File: config.mk
export PLATFORM = sky130hd
export DESIGN_NAME = csi_amplitude_variance
export DESIGN_NICKNAME = d
export VERILOG_FILES = /design/src/rtl/core/cav_pkg.sv /design/src/rtl/core/cav_front.sv /design/src/rtl/core/cav_back.sv /design/src/rtl/core/csi_amplitude_variance.sv
export SDC_FILE = /design/constraint.sdc
export NUM_CORES = 2
export LEC_CHECK = 0
export ABC_AREA = 1
export BUFFER_PORTS_ARGS = -buffer_cell sky130_fd_sc_hd__buf_2
export CORE_ASPECT_RATIO = 1.75
export CORE_UTILIZATION = 60
export CTS_CLUSTER_SIZE = 12
export DETAILED_ROUTE_END_ITERATION = 10
export HOLD_SLACK_MARGIN = 0.02
export PLACE_DENSITY_LB_ADDON = 0.2
export SETUP_SLACK_MARGIN = 0.1
export SYNTH_ARGS = -nofsm -noshare
export SYNTH_HDL_FRONTEND = slang
export SYNTH_HIERARCHICAL = 1
export SYNTH_SLANG_ARGS = --single-unit
export TNS_END_PERCENT = 50
File: constraint.sdc
create_clock -name clock -period 10.3 [get_ports clock]
set_input_delay 0.515 -clock clock [delete_from_list [all_inputs] [get_ports clock]]
set_output_delay 0.515 -clock clock [all_outputs]
set_load 0.005 [all_outputs]
File: src/rtl/core/cav_pkg.sv
// Shared types and constants for the amplitude variance block.
// No dependencies; imported by every module under rtl/core.
`default_nettype none
package cav_pkg;
   localparam int MAX_PAIRS = 192;
   localparam int CNT_W     = 8;
   localparam int AMP_W     = 16;
   localparam int S1_W      = 24;
   localparam int S2_W      = 40;
   localparam int VAR_W     = 30;
   localparam int QDEPTH    = 4;
   localparam int QPTR_W    = 2;

   typedef struct packed {
      logic signed [7:0] i_sample;
      logic signed [7:0] q_sample;
      logic              last_pair;
   } req_type;

   typedef struct packed {
      logic [VAR_W-1:0] variance_q16;
      logic [CNT_W-1:0] subcarrier_count;
   } rsp_type;

   // Item handed from the front part to the back part.
   typedef struct packed {
      logic [16:0] power;
      logic        counted;
      logic        last_pair;
   } work_type;
endpackage
`default_nettype wire

File: src/rtl/core/cav_front.sv
// Front part: accepts requests, forms the power i*i+q*q and queues work items.
// Depends on cav_pkg.
`default_nettype none
module cav_front
   import cav_pkg::*;
(
   input  wire logic     clock,
   input  wire logic     reset,
   input  wire logic     req_valid,
   output logic          req_stall,
   input  wire req_type  req_data,
   output logic          wk_valid,
   input  wire logic     wk_take,
   output work_type      wk_data
);
   work_type          q_ff [QDEPTH];
   logic [QPTR_W-1:0] wr_ff, wr_in, rd_ff, rd_in;
   logic [QPTR_W:0]   fill_ff, fill_in;
   logic [CNT_W-1:0]  cnt_ff, cnt_in;
   logic              push;
   logic signed [15:0] i_sq, q_sq;
   work_type          item;

   // Classify the request: power, and whether it is still within the record limit.
   always_comb begin
      i_sq           = req_data.i_sample * req_data.i_sample;
      q_sq           = req_data.q_sample * req_data.q_sample;
      item.power     = 17'(i_sq) + 17'(q_sq);
      item.counted   = (cnt_ff < CNT_W'(MAX_PAIRS));
      item.last_pair = req_data.last_pair;
   end

   assign req_stall = (fill_ff == (QPTR_W+1)'(QDEPTH));
   assign push      = req_valid && !req_stall;
   assign wk_valid  = (fill_ff != '0);
   assign wk_data   = q_ff[rd_ff];

   // Queue pointers, fill level and the front's own pair count.
   always_comb begin
      wr_in   = push ? wr_ff + 1'b1 : wr_ff;
      rd_in   = wk_take ? rd_ff + 1'b1 : rd_ff;
      fill_in = fill_ff + (QPTR_W+1)'(push) - (QPTR_W+1)'(wk_take);
      cnt_in  = cnt_ff;
      if (push) begin
         if (req_data.last_pair) cnt_in = '0;
         else if (item.counted) cnt_in = cnt_ff + 1'b1;
      end
   end

   always_ff @(posedge clock) begin
      if (reset) begin
         wr_ff   <= '0;
         rd_ff   <= '0;
         fill_ff <= '0;
         cnt_ff  <= '0;
      end else begin
         wr_ff   <= wr_in;
         rd_ff   <= rd_in;
         fill_ff <= fill_in;
         cnt_ff  <= cnt_in;
      end
      if (push) q_ff[wr_ff] <= item;
   end
endmodule
`default_nettype wire

File: src/rtl/core/cav_back.sv
// Back part: square root, accumulation and the final variance division.
// Depends on cav_pkg.
`default_nettype none
module cav_back
   import cav_pkg::*;
(
   input  wire logic     clock,
   input  wire logic     reset,
   input  wire logic     wk_valid,
   output logic          wk_take,
   input  wire work_type wk_data,
   output logic          rsp_valid,
   input  wire logic     rsp_stall,
   output rsp_type       rsp_data
);
   typedef enum logic [2:0] {
      S_IDLE, S_ROOT, S_MULA, S_MULB, S_SUB, S_DIV, S_OUT
   } state_type;

   state_type         state_ff;
   logic [33:0]       rad_ff;     // remaining radicand
   logic [33:0]       root_ff;
   logic [33:0]       bit_ff;
   logic              last_ff;
   logic [CNT_W-1:0]  n_ff;
   logic [S1_W-1:0]   s1_ff;
   logic [S2_W-1:0]   s2_ff;
   logic [47:0]       a_ff, b_ff;
   logic [47:0]       rem_ff;
   logic [VAR_W-1:0]  quo_ff;
   logic [5:0]        step_ff;
   logic [15:0]       nn_ff;
   rsp_type           out_ff;
   logic [33:0]       trial;
   logic [31:0]       sq;

   assign wk_take   = (state_ff == S_IDLE) && wk_valid;
   assign rsp_valid = (state_ff == S_OUT);
   assign rsp_data  = out_ff;
   assign trial     = root_ff + bit_ff;
   assign sq        = 32'(root_ff[AMP_W-1:0]) * 32'(root_ff[AMP_W-1:0]);

   // Sequencer: one square root step per cycle, then accumulate or finish.
   always_ff @(posedge clock) begin
      if (reset) begin
         state_ff <= S_IDLE;
         n_ff     <= '0;
         s1_ff    <= '0;
         s2_ff    <= '0;
      end else begin
         unique case (state_ff)
            S_IDLE: if (wk_valid) begin
               rad_ff    <= 34'({wk_data.power, 16'h0});
               root_ff   <= '0;
               bit_ff    <= 34'h1 << 32;
               last_ff   <= wk_data.last_pair;
               state_ff  <= wk_data.counted ? S_ROOT : S_MULA;
            end
            S_ROOT: begin
               // Bit-by-bit square root, one bit pair per cycle.
               if (bit_ff == 34'h0) begin
                  n_ff     <= n_ff + 1'b1;
                  s1_ff    <= s1_ff + S1_W'(root_ff[AMP_W-1:0]);
                  s2_ff    <= s2_ff + S2_W'(sq);
                  state_ff <= last_ff ? S_MULA : S_IDLE;
               end else begin
                  if (rad_ff >= trial) begin
                     rad_ff  <= rad_ff - trial;
                     root_ff <= (root_ff >> 1) + bit_ff;
                  end else begin
                     root_ff <= root_ff >> 1;
                  end
                  bit_ff <= bit_ff >> 2;
               end
            end
            S_MULA: begin
               if (!last_ff) state_ff <= S_IDLE;
               else begin
                  a_ff     <= 48'(n_ff) * 48'(s2_ff);
                  nn_ff    <= 16'(n_ff) * 16'(n_ff);
                  state_ff <= S_MULB;
               end
            end
            S_MULB: begin
               b_ff     <= 48'(s1_ff) * 48'(s1_ff);
               state_ff <= S_SUB;
            end
            S_SUB: begin
               rem_ff   <= '0;
               quo_ff   <= '0;
               a_ff     <= (a_ff > b_ff && n_ff >= 8'd2) ? a_ff - b_ff : '0;
               step_ff  <= '0;
               state_ff <= S_DIV;
            end
            S_DIV: begin
               // Restoring division, one quotient bit per cycle over 48 bits.
               if ({rem_ff[46:0], a_ff[47]} >= 48'(nn_ff)) begin
                  rem_ff <= {rem_ff[46:0], a_ff[47]} - 48'(nn_ff);
                  quo_ff <= {quo_ff[VAR_W-2:0], 1'b1};
               end else begin
                  rem_ff <= {rem_ff[46:0], a_ff[47]};
                  quo_ff <= {quo_ff[VAR_W-2:0], 1'b0};
               end
               a_ff    <= a_ff << 1;
               step_ff <= step_ff + 1'b1;
               if (step_ff == 6'd47) state_ff <= S_OUT;
            end
            S_OUT: if (!rsp_stall) begin
               n_ff     <= '0;
               s1_ff    <= '0;
               s2_ff    <= '0;
               state_ff <= S_IDLE;
            end
            default: state_ff <= S_IDLE;
         endcase
         if (state_ff == S_DIV && step_ff == 6'd47) begin
            out_ff.variance_q16     <= ({rem_ff[46:0], a_ff[47]} >= 48'(nn_ff))
                                       ? {quo_ff[VAR_W-2:0], 1'b1}
                                       : {quo_ff[VAR_W-2:0], 1'b0};
            out_ff.subcarrier_count <= n_ff;
         end
      end
   end
endmodule
`default_nettype wire

File: src/rtl/core/csi_amplitude_variance.sv
// Top level of the amplitude variance block.
// Depends on cav_pkg, cav_front and cav_back.
//
// Usage:
//   The request channel (req_valid, req_stall, req_data) takes one signed
//   I/Q pair per request; last_pair closes a record. The response channel
//   (rsp_valid, rsp_stall, rsp_data) gives one variance and count per record.
//   The front accepts a request per cycle into a four-entry queue unless
//   the queue is full. The back takes each counted pair in S_IDLE, runs 17
//   square root steps in S_ROOT and then accumulates, and takes no new pair
//   until it is done, so that square root sets the sustained rate. A dropped
//   pair that does not close the record goes through S_MULA back to S_IDLE.
//   On the last pair the back goes on through S_MULA, S_MULB and S_SUB and a
//   division over 48 bits in S_DIV, then the response is valid. Pairs beyond
//   192 in a record are dropped but a last pair still closes it. Synchronous
//   reset clears the queue and all sums. While rsp_stall is high the
//   response holds and the queue fills, then req_stall rises.
`default_nettype none
module csi_amplitude_variance
   import cav_pkg::*;
(
   input  wire logic    clock,
   input  wire logic    reset,
   input  wire logic    req_valid,
   output logic         req_stall,
   input  wire req_type req_data,
   output logic         rsp_valid,
   input  wire logic    rsp_stall,
   output rsp_type      rsp_data
);
   logic     wk_valid, wk_take;
   work_type wk_data;

   // Front: classification and queue.
   cav_front u_front (
      .clock, .reset, .req_valid, .req_stall, .req_data,
      .wk_valid, .wk_take, .wk_data
   );

   // Back: arithmetic.
   cav_back u_back (
      .clock, .reset, .wk_valid, .wk_take, .wk_data,
      .rsp_valid, .rsp_stall, .rsp_data
   );
endmodule
`default_nettype wire
==> impl_metrics.tcl <==
set metrics [dict create \
    post_cts_buffers 0 \
    rr_startpoint "u_back/s1_ff[15]" \
    run_status "complete, no violations" \
    period_share_pct 71.6 \
    wirelength_um 229000 \
    hold_viol_final 0 \
    layout_setup_ws_ns 2.92 \
    grt_overflow 0 \
    rr_worst_depth 23 \
    grt_start_max_net_pins 61 \
    postCtsHoldBufs 0 \
    drc_errors 0 \
    pre_cts_slack_ns 3.06 \
    fill_cells 11300 \
    synth_edf_count 392 \
    syn_inst 10200 \
    fin_crit_ns 7.38 \
    start_kind "flip-flop" \
    path_class "flip-flop to flip-flop" \
    drive_gt1_share_pct 2.88 \
    ios 61 \
    worstPathRequired_ns 10.75 \
    cap_violations 0 \
    skew_ns 0.0494 \
    die_h_um 471 \
    setup_viol 0 \
    drt-initial-drc-count 3724 \
    dp_hpwl_um 189000 \
    worstMarginPinSlew_ns 1.32 \
    clkLatencyLatePin_ns 0.70 \
    synthDistinctLibCells 53 \
    grt.total_usage_pct 36.2 \
    ant_nets 0 \
    fmax_mhz 136 \
    avgSynthCellArea_um2 7.38 \
    place_congestion 1.04 \
    cts_sinks 484 \
    synthFlopType "edfxtp_1" \
    clock-root-buffer "clkbuf_16" \
    wl_per_cell_um 19.4 \
    drv_slew 0 \
    firstDrtPassIters 6 \
    syn_nets 11800 \
    cts_tree "built" \
    cts_buffers 55 \
    design.die.area_um2 127000 \
    fin_nets 11700 \
    cp.arrival_ns 7.83 \
    worstHoldPathCells 1 \
    h-tree-depth 2 \
    critPathMaxFanout 26 \
    grt_pass1_wl_um 355000 \
    max-slew-margin-rel_pct 12.0 \
    row_count 171 \
    worstHoldEndpoint "u_front/q_ff[2][0]" \
    portBuffers 60 \
    core-area_um2 124000 \
    ys_async_sr_fraction_pct 0 \
    rrSetupSlack_ns 2.92 \
    cts.clk_slew.worst_paths_ns 0.07 \
    hold_start "req_data[0]" \
    antenna_found_initial 3 \
    synth-seq-cells 484 \
    vias_per_cell 5.48 \
    yosys_warnings 6 \
    hp-class "primary input to flip-flop" \
    clockBufferDepth 3 \
    setup.worst_path.end_class "flip-flop" \
    crit-reg2reg-capture "u_back/b_ff[35]" \
    area_delta_synth_final_pct 4.96 \
    start_util_pct 60.6 \
    totalNegativeSetupSlack_ns 0 \
    rsz0062_at_grt "no" \
    grt_pass1_vias 68000 \
    num_vias 64600 \
    synth_area_um2 75300 \
    cts_resized 0 \
    die_w_um 270 \
    ys_seq_area_share_pct 18.1 \
]
[worst max-delay path, stage by stage (launching register included)]
cell and delay (ns):
dfxtp_1 1.20, nand2_1 0.26, fa_1 0.55, inv_1 0.06, fa_1 0.54, inv_1 0.06, fa_1 0.53, inv_1 0.05
fa_1 0.51, inv_1 0.06, fa_1 0.52, inv_1 0.06, fa_1 0.48, inv_1 0.05, fa_1 0.48, inv_1 0.04
ha_1 0.34, nand2_1 0.11, nor2_1 0.09, inv_1 0.07, o21ai_0 0.72, nand3_1 0.20, nand3_1 0.12, nand2_1 0.05
[metrics by stage]
stage / hold WS (ns) / area [um^2] / instances / utilization (%)
floorplan: 0.400 / 75300 / 10200 / -
global placement: 0.401 / 77200 / 11700 / 62.1
detailed placement: 0.416 / 77200 / 11700 / 62.1
CTS: 0.174 / 79000 / 11800 / 63.6
global route: 0.208 / 79000 / 11800 / 63.6
finish: 0.213 / 79000 / 11800 / 63.6
[state kept, by name, summed over array words and instances (netlist names), 24 cells and up, named ones only]
| name | flops |
|---|---|
| u_back/rem_ff | 47 |
| u_back/s2_ff | 40 |
| u_back/a_ff | 48 |
| u_back/b_ff | 47 |
| u_back/quo_ff | 29 |
| u_back/rsp_data | 38 |
| u_back/root_ff | 34 |
| u_back/rad_ff | 34 |
| u_back/s1_ff | 24 |
| u_front/q_ff | 76 |
[routing by layer]
metal	up-vias	part of all wire (%)	track usage, %
met2	2168	53	68.3
met4	0	9.4	29.9
li1	30500	-	-
met3	872	4.7	4.20
met1	31100	33	35.0
met5	-	0	0
[synthesized netlist by cell type, types with 7 or more instances]
cell type  number  area share [%]
o22ai_1        21            0.17
inv_1        2565              13
o21a_1         10            0.10
edfxtp_1      392              16
buf_1          46            0.23
nor4_1         14            0.12
fa_1          997              27
o211ai_1       20            0.20
dfxtp_1        92             2.4
xnor2_1        71            0.83
a31oi_1        12            0.10
nand4_1        77            0.64
nor2_2          8           0.066
ha_1          595             9.9
nand3_1       414             2.8
a21oi_1       448             3.0
nor2_1        764             3.8
a21o_1         20            0.20
clkbuf_1      193            0.96
nand3b_1       54            0.54
nor3_2          7           0.093
o21bai_1       39            0.39
and2_1         11           0.091
or2_2          24            0.20
xor2_1        125             1.5
nand2_1      2767              14
o21ai_0       285             1.9
buf_2          28            0.19
nor3_1         58            0.39
[final cells by class]
class / count / area [um^2] / area share, %
Clock inverter: 25 / 369 / 0.467
Multi-Input combinational cell: 6875 / 51000 / 64.5
Timing Repair Buffer: 134 / 856 / 1.08
Clock buffer: 69 / 1500 / 1.90
Antenna cell: 1 / 2.50 / 0.00317
Tap cell: 1643 / 2060 / 2.60
Sequential cell: 484 / 13600 / 17.2
Inverter: 2572 / 9650 / 12.2
[kinds of logic (layout without fill, tap and decap cells)]
| group | after synthesis | count (layout) | synth area share, % |
|---|---|---|---|
| other cells | 0 | 1 | 0 |
| flops | 484 | 484 | 18.1 |
| fa+ha+maj | 1592 | 1592 | 36.4 |
| buf+inv | 2848 | 2800 | 14.3 |
| compound gates | 871 | 871 | 6.22 |
| simple gates | 4216 | 4216 | 22.7 |
| xor+xnor | 196 | 196 | 2.28 |
[cell usage in the layout (no fill, tap or decap), drive strengths merged, types with 25 or more instances in the layout]
cell and n:
nand2 2773, inv 2574, fa 997, nor2 773, ha 595, a21oi 449, nand3 415, edfxtp 392
o21ai 286, buf 134, xor2 125, dfxtp 92, nand4 77, xnor2 71, clkbuf 69, nor3 67
nand3b 55, o21bai 39, or2 25
[worst max-delay path by stage]
stage	startpoint	endpoint	slack, ns	cells past startpoint
global route	u_back/s1_ff[15]	u_back/b_ff[35]	2.63	23
detailed placement	u_back/s1_ff[15]	u_back/b_ff[35]	3.06	23
finish	u_back/s1_ff[15]	u_back/b_ff[35]	2.92	23
CTS	u_back/s1_ff[15]	u_back/b_ff[35]	3.08	23
global placement	u_back/s1_ff[15]	u_back/b_ff[35]	3.10	23
floorplan	u_back/s1_ff[14]	u_back/b_ff[33]	4.08	26
Power is left out: the tool's default activity adds up to more than one toggle a clock period on the data nets, which glitch-free logic cannot reach.
